<file path="src/rtl/dtd_pkg.sv">
// dtd_pkg: shared types and constants for the double to decimal digits block
// used by dtd_out_if, the controller, datapath, top level and checker; no dependencies
package dtd_pkg;

    localparam int MaxDigitsDef = 17;
    // wide enough for 2^1074 and for ten times any intermediate value
    localparam int WideW = 1088;
    localparam int ExpW = 10;

    localparam logic [51:0] FracMask = 52'hF_FFFF_FFFF_FFFF;
    localparam logic [10:0] BiasPlusMant = 11'd1075;
    localparam logic [10:0] SubnShift = 11'd1074;
    localparam logic [3:0] DigitMax = 4'd9;
    localparam logic [3:0] DigitHalf = 4'd5;

    typedef enum logic [3:0] {
        S_IDLE,
        S_CHECK,
        S_UP,
        S_DOWN,
        S_SUB,
        S_NEXT,
        S_RINIT,
        S_ROUND,
        S_EMIT
    } t_state;

    typedef enum logic [3:0] {
        OP_NONE,
        OP_LOAD,
        OP_UP,
        OP_DOWN,
        OP_SUB,
        OP_NEXT,
        OP_RINIT,
        OP_RND,
        OP_EMIT
    } t_op;

    typedef struct packed {
        logic zero;
        logic up_stop;
        logic down_stop;
        logic sub_stop;
        logic last_digit;
        logic rnd_done;
        logic emit_last;
    } t_status;

    function automatic logic [WideW-1:0] mul10(input logic [WideW-1:0] x);
        mul10 = (x << 3) + (x << 1);
    endfunction

endpackage

</file>
<file path="src/rtl/dtd_ctrl.sv">
// dtd_ctrl: sequencing state machine for the conversion
// depends on dtd_pkg; drives ops into dtd_datapath and reads its status
module dtd_ctrl (
    input  logic             i_clk,
    input  logic             i_rst_n,
    input  logic             i_in_valid,
    input  logic             i_out_ready,
    input  dtd_pkg::t_status i_status,
    output logic             o_in_ready,
    output logic             o_out_valid,
    output dtd_pkg::t_op     o_op
);
    import dtd_pkg::*;

    t_state r_state, n_state;

    always_ff @(posedge i_clk) begin
        if (!i_rst_n) begin
            r_state <= S_IDLE;
        end else begin
            r_state <= n_state;
        end
    end

    always_comb begin
        n_state = r_state;
        unique case (r_state)
            S_IDLE:  if (i_in_valid) n_state = S_CHECK;
            S_CHECK: n_state = i_status.zero ? S_EMIT : S_UP;
            S_UP:    if (i_status.up_stop) n_state = S_DOWN;
            S_DOWN:  if (i_status.down_stop) n_state = S_SUB;
            S_SUB:   if (i_status.sub_stop) n_state = S_NEXT;
            S_NEXT:  n_state = i_status.last_digit ? S_RINIT : S_SUB;
            S_RINIT: n_state = S_ROUND;
            S_ROUND: if (i_status.rnd_done) n_state = S_EMIT;
            S_EMIT:  if (i_out_ready && i_status.emit_last) n_state = S_IDLE;
            default: n_state = S_IDLE;
        endcase
    end

    always_comb begin
        o_in_ready  = 1'b0;
        o_out_valid = 1'b0;
        o_op        = OP_NONE;
        unique case (r_state)
            S_IDLE: begin
                o_in_ready = 1'b1;
                if (i_in_valid) o_op = OP_LOAD;
            end
            S_CHECK: o_op = OP_NONE;
            S_UP:    o_op = OP_UP;
            S_DOWN:  o_op = OP_DOWN;
            S_SUB:   o_op = OP_SUB;
            S_NEXT:  o_op = OP_NEXT;
            S_RINIT: o_op = OP_RINIT;
            S_ROUND: o_op = OP_RND;
            S_EMIT: begin
                o_out_valid = 1'b1;
                if (i_out_ready) o_op = OP_EMIT;
            end
            default: o_op = OP_NONE;
        endcase
    end

endmodule

</file>
<file path="config.mk">
export PLATFORM = sky130hd
export DESIGN_NAME = dtd_ctrl
export DESIGN_NICKNAME = d
export VERILOG_FILES = /design/src/rtl/dtd_pkg.sv /design/src/rtl/dtd_ctrl.sv
export SDC_FILE = /design/constraint.sdc
export NUM_CORES = 1
export LEC_CHECK = 0
export BUFFER_PORTS_ARGS = -buffer_cell sky130_fd_sc_hd__buf_2
export CAP_MARGIN = 40
export CORE_AREA = 5 5 42 44
export CTS_BUF_LIST = sky130_fd_sc_hd__clkbuf_2 sky130_fd_sc_hd__clkbuf_4 sky130_fd_sc_hd__clkbuf_8
export DETAILED_ROUTE_END_ITERATION = 8
export DIE_AREA = 0 0 47 49
export PLACE_DENSITY_LB_ADDON = 0.2
export SLEW_MARGIN = 10
export SYNTH_ARGS = -nofsm -noshare
export SYNTH_HDL_FRONTEND = slang
export SYNTH_SLANG_ARGS = --single-unit
</file>
<file path="constraint.sdc">
create_clock -name i_clk -period 3.7 [get_ports i_clk]
set_clock_uncertainty 0.15 [all_clocks]
set_input_delay 0.185 -clock i_clk [delete_from_list [all_inputs] [get_ports i_clk]]
set_output_delay 0.185 -clock i_clk [all_outputs]
set_load 0.005 [all_outputs]
</file>
==> flow_summary_export.csv, run 1 <==
group,metric,value,unit
worst_setup_path,worst_ep_arrival_time,1.24,ns
logic_synthesis,yosys.cell_types.count,22,
clock_tree,tritoncts.num_buffers,3,
job,maxCapViolations,0,
global_route,grt_pass1_wl,1400,microns
clock_tree,numClockSinks,4,
logic_synthesis,yosysWarningCount,0,
layout,final_nets,73,
worst_setup_path,setup.worst_path.class,"reg2out",
power,power_per_cell_area,448,nW/um^2
logic_synthesis,asyncSetResetFlopFracSynth,0,%
timing,finalMaxSlewViolations,0,
hold_path,whs_path_depth,2,
timing,final_min_period_over_clock_period,42.6,%
logic_synthesis,mappedNetlistNets,55,
logic_synthesis,post_synth_most_frequent_cells,"sky130_fd_sc_hd__a21oi_1, sky130_fd_sc_hd__dfxtp_1, sky130_fd_sc_hd__nand2_1, sky130_fd_sc_hd__nor2_1, sky130_fd_sc_hd__o21ai_0",
route,drt-wirelength-per-cell,11.5,microns
outcome,status,"complete, no violations",
place,hpwlAfterDp,686,microns
global_route,largest_net_degree_at_the_start_of_global_routing,15,
timing,clock_period_minus_worst_slack,1.58,ns
layout,regMostFlops,"r_state",
die,number_of_top_level_pins,17,
logic_synthesis,post_synth_instance_area,334,sq um
global_route,antenna_found_initial,0,
worst_setup_path,worst-r2r-cell-count,4,
route,detail_route.iter0.violations,5,
hold_path,min_from,"i_rst_n",
power,total_switching_power,0.0673,mW
clock_tree,cts_buffer_depth,2,
power,power_switching_share,34.5,%
place,place_congestion,0.705,
power,power_frac_clock,27.2,%
power,p_int,0.128,mW
logic_synthesis,synth_top_cell_area_share,24.0,%
global_route,first_global_vias,329,
clock_tree,clk_transition_reported_paths,0.04,ns
logic_synthesis,post_synth_inst_count,44,
timing,setup_viol,0,
route,drt_pre_antenna_iters,4,
timing,max_freq,634,MHz
power,power.ir.vdd_worst,0.193,mV
layout,num_antenna_cells,0,
die,effective_utilization_at_floorplan,23.8,%
clock_tree,postCtsResizedCells,0,
timing,report.final.hold_viol_count,0,
clock_tree,holdBufCountCts,0,
logic_synthesis,sequential_to_total_area_share_from_yosys_stat,24.0,%
timing,slew_headroom,69.3,%
timing,setup_tns,0,ns
logic_synthesis,synth.top_cells.by_area,"sky130_fd_sc_hd__dfxtp_1, sky130_fd_sc_hd__nor4b_4, sky130_fd_sc_hd__a21oi_1, sky130_fd_sc_hd__o21ai_0, sky130_fd_sc_hd__nand2b_1",
clock_tree,clk_latency,0.23,ns
die,die-height,49,microns
layout,fin_area,435,sq um
route,antenna_violating_nets_post_route,0,
die,die-width,47,microns
timing,rsz_0062_raised_after_global_routing,"false",
power,power.static_leakage,0.185,nW
hold_path,hold_path.class,"in2reg",
route,post-route-drc-count,0,
timing,timing_worst_slew_pin_value,0.460,ns
logic_synthesis,dominantRegCellSynth,"sky130_fd_sc_hd__dfxtp_1",
worst_setup_path,crit_path_max_fanout,13,
layout,largestRegisters,"r_state: 4 flops",
layout,flow.area_growth_from_synthesis,30.3,%
clock_tree,tritoncts,"yes",
die,area_enclosed_by_the_die_boundary,2300,sq um
logic_synthesis,synth_enable_flop_cells,0,
route,vias,358,
clock_tree,post_cts_buffers,0,
worst_setup_path,worstPathRequired,3.37,ns
clock_tree,root_buffer,"sky130_fd_sc_hd__clkbuf_4",
worst_setup_path,r2r-start,"r_state[1]",
worst_setup_path,start_kind,"register",
worst_setup_path,crit_path_start,"r_state[1]",
clock_tree,ctsHtreeMaxLevel,1,
layout,drive_gt1_share,35.0,%
place,port_buffers,16,
die,placementRows,14,
route,vias_per_cell,4.71,
logic_synthesis,register_bit_count_reported_by_yosys,4,
layout,largest_register_ff_count,4,
layout,fillCellCount,170,
global_route,gr-usage-all-layers,8.67,%
power,comb_power_share,34.5,%
route,totalWireLength,875,microns
place,dpl-instance-area,413,sq um
logic_synthesis,syn-mean-instance-area,7.59,sq um
worst_setup_path,worstSetupEndpointType,"primary output",
logic_synthesis,netlist.top_cell.by_area,"sky130_fd_sc_hd__dfxtp_1",
power,p_seq_share,38.3,%
global_route,global_route.overflow_total,0,
die,core_area,1400,sq um
[power by group through the flow]
stage,combinational [mW],sequential (mW),clock [mW]
2_1_floorplan,0.0644,0.0584,0
3_3_place_gp,0.0685,0.0753,0
3_5_place_dp,0.0685,0.0750,0
4_1_cts,0.0689,0.0745,0.0559
5_1_grt,0.0749,0.0771,0.0613
6_report,0.0673,0.0748,0.0530
[per-layer routing]
metal	wire (microns)	track usage [%]	share of wire [%]	vias to the layer above
li1	-	-	-	191
met1	359	9.47	41	156
met2	443	13.1	51	11
met3	71	5.90	8.1	0
met4	0	2.76	0	0
met5	0	0	0	-
[final cells by class]
| cell class | count | area (sq um) | area share, % |
|---|---|---|---|
| timing repair buffer | 16 | 80.1 | 18.4 |
| sequential | 4 | 80.1 | 18.4 |
| tap | 16 | 20.0 | 4.60 |
| multi-input combinational | 37 | 233 | 53.4 |
| clock buffer | 3 | 22.5 | 5.17 |
[cell usage in the layout, fill, tap and decap left out, drive strengths merged]
cell type,instances
nor3b,2
dfxtp,4
mux2i,1
nor3,2
a211oi,2
o21a,1
nor2b,2
nand3b,1
and2,1
buf,16
o21ai,4
a31oi,1
a21oi,4
nor4,1
nor4b,1
or3,1
nor2,4
nand2,4
clkbuf,3
and3,1
nand2b,3
a21boi,1
[final timing paths]
path / endpoint / slack, ns
worst min register to register: r_state[0] / 0.50
worst max register to register: r_state[0] / 2.14
worst min-delay path: r_state[3] / 0.05
worst max-delay path: o_op[0] / 2.12
[worst max-delay path, cell delays in order (launching register included)]
cell                      delay (ns)
sky130_fd_sc_hd__dfxtp_1        0.58
sky130_fd_sc_hd__o21ai_0        0.16
sky130_fd_sc_hd__a21oi_1        0.15
sky130_fd_sc_hd__buf_2          0.12
[per-stage QoR]
stage          power [mW]  std cells  setup slack [ns]  utilization [%]  hold WS, ns
3_5_place_dp        0.144         73              2.14             29.5        0.290
5_1_grt             0.213         76              1.98             31.1       0.0542
6_report            0.195         76              2.12             31.1       0.0510
3_3_place_gp        0.144         73              2.15             29.5        0.282
2_1_floorplan       0.123         44              2.33                -        0.153
4_1_cts             0.199         76              2.12             31.1       0.0504
[logic make-up (layout without fill, tap and decap cells)]
logic type      count (synthesis)  count (layout)  share of synthesized area [%]
flops                           4               4                           24.0
compound gates                 13              13                           24.0
buf+inv                         3              19                           6.37
mux                             1               1                           3.00
simple gates                   23              23                           42.7
(Power assumes the default switching activity.)
==> run 2: changes to the inputs <==
==> constraint.sdc (replaced) <==
create_clock -name i_clk -period 1.34 [get_ports i_clk]
set_clock_uncertainty 0.15 [all_clocks]
set_input_delay 0.067 -clock i_clk [delete_from_list [all_inputs] [get_ports i_clk]]
set_output_delay 0.067 -clock i_clk [all_outputs]
set_load 0.005 [all_outputs]
==> run 2 against run 1 <==
Compared with the run above: the run now ends with negative setup slack left; cell area increased by 34%; sequential cell count unchanged; count of clock-buffer cells in the layout unchanged; first-iteration DRC count fell by 20%; final cell count grew 20%; critical path type unchanged; combinational power rose to 4.6 times the previous value; largest cell class unchanged.
==> flow_summary_export.csv, run 2 (synthesis results as in run 1) <==
group,metric,value,unit
layout,stdcell_count,91,
timing,finalMaxSlewViolations,0,
layout,num_antenna_cells,0,
worst_setup_path,worstPathRequired,1.12,ns
clock_tree,tritoncts,"yes",
route,vias_per_cell,4.69,
die,placementRows,14,
hold_path,hold_path.class,"in2reg",
layout,final_nets,88,
route,post-route-drc-count,0,
worst_setup_path,crit_path_max_fanout,4,
global_route,gr-usage-all-layers,9.36,%
place,hpwlAfterDp,790,microns
timing,clock_period_minus_worst_slack,1.44,ns
power,power.ir.vdd_worst,0.464,mV
die,area_enclosed_by_the_die_boundary,2300,sq um
outcome,status,"finished, violations left",
global_route,grt_pass1_wl,1540,microns
place,placed_cells,86,
layout,flow.area_growth_from_synthesis,75.3,%
timing,rsz_0062_raised_after_global_routing,"true",
layout,largestRegisters,"r_state: 4 flops",
route,antenna_violating_nets_post_route,0,
timing,hold_ws,0.0332,ns
route,dr_wl_met2,497,microns
route,detail_route.iter0.violations,4,
power,power.static_leakage,0.269,nW
die,number_of_top_level_pins,17,
worst_setup_path,cp_cell_sequence,"nor4b_4 > buf_4 > and2_1 > buf_2",
job,maxCapViolations,0,
timing,final_min_period_over_clock_period,107,%
timing,report.final.hold_viol_count,0,
layout,utilization_after_layout,41.8,%
layout,commonest_non_fill_non_tap_cells_in_the_layout,"sky130_fd_sc_hd__buf_2, sky130_fd_sc_hd__buf_4, sky130_fd_sc_hd__a21oi_1, sky130_fd_sc_hd__nand2_1",
route,drt-wirelength-per-cell,11.0,microns
layout,mostFrequentLayoutCell,"sky130_fd_sc_hd__buf_2",
die,effective_utilization_at_floorplan,23.8,%
timing,max_freq,696,MHz
timing,slew_headroom,83.3,%
layout,regMostFlops,"r_state",
worst_setup_path,worst_ep_arrival_time,1.22,ns
power,power_per_cell_area,1110,nW/um^2
clock_tree,ctsHtreeMaxLevel,1,
timing,timing_worst_slew_pin_value,0.249,ns
place,port_buffers,16,
worst_setup_path,timing.critical_path.slowest_stage_cell,"sky130_fd_sc_hd__dfxtp_4",
route,routedLengthMet1,404,microns
clock_tree,tritoncts.num_buffers,3,
worst_setup_path,worstSetupEndpointType,"primary output",
die,die-height,49,microns
outcome,failed_checks,"negative setup slack",
layout,largest_register_ff_count,4,
clock_tree,clk_transition_reported_paths,0.04,ns
global_route,antenna_found_initial,0,
place,dpl-instance-area,510,sq um
timing,final_critical_path_setup_slack,-0.0959,ns
clock_tree,clk_latency,0.23,ns
route,topRoutingLayerUsed,"met4",
route,totalWireLength,997,microns
route,detailroute.wirelength.met3,72,microns
power,report.power.total,0.650,mW
die,core_area,1400,sq um
timing,setup_viol,2,
clock_tree,cts_buffer_depth,2,
die,die-width,47,microns
clock_tree,numClockSinks,4,
route,vias,427,
worst_setup_path,start_kind,"register",
layout,fin_area,586,sq um
clock_tree,root_buffer,"sky130_fd_sc_hd__clkbuf_4",
route,drt_pre_antenna_iters,4,
place,place_congestion,0.702,
global_route,global_route.overflow_total,0,
global_route,first_global_vias,364,
global_route,largest_net_degree_at_the_start_of_global_routing,7,
worst_setup_path,critPathMaxStageDelay,0.35,ns
worst_setup_path,setup.worst_path.class,"reg2out",
layout,drive_gt1_share,54.7,%
==> run 2: routing by layer <==
layer,global-route usage [%],up-vias
li1,-,226
met1,11.4,185
met2,12.9,14
met3,3.32,2
met4,6.91,0
met5,0,-
==> run 2: layout make-up <==
class,instances,area (sq um)
Clock buffer,3,22.5
Fill cell,156,816
Multi-Input combinational cell,37,251
Sequential cell,4,90.1
Tap cell,16,20.0
Timing Repair Buffer,31,201
==> run 2: where the power goes <==
part,switching [mW],internal [mW],total (mW)
Combinational,0.119,0.191,0.311
Sequential,0.0457,0.147,0.192
Clock,0.0469,0.100,0.147
Total,0.212,0.438,0.650
==> run 2: timing repair <==
item                       4_1_cts  5_1_grt
gates resized for setup         10        3
hold endpoints to repair         2        0
buffers inserted                 1        0
setup endpoints to repair        5        6
hold buffers                     2        0
pin swaps                        1        3
==> run 2: metrics by stage <==
stage	setup TNS [ns]	setup WS [ns]
after global placement	-0.0351	-0.0210
after floorplan	0	0.0280
after CTS	-0.217	-0.112
after global routing	-0.539	-0.187
final	-0.107	-0.0959
after detailed placement	-0.0301	-0.0301
==> run 2: worst paths after layout <==
path / slack [ns] / depth (start not counted) / start / end
hold reg to reg: 0.42 / 2 / r_state[0] / r_state[1]
setup reg to reg: 0.02 / 4 / r_state[2] / r_state[0]
setup / recovery: -0.1 / 4 / r_state[2] / o_op[3]
hold / removal: 0.03 / 4 / i_status[1] / r_state[2]
==> run 2: critical path: cells and delay by family (launching register included) <==
kind / cells / cell delay [ns]
DFF: 1 / 0.35
buffers and inverters: 2 / 0.24
and+or+nand+nor: 2 / 0.39
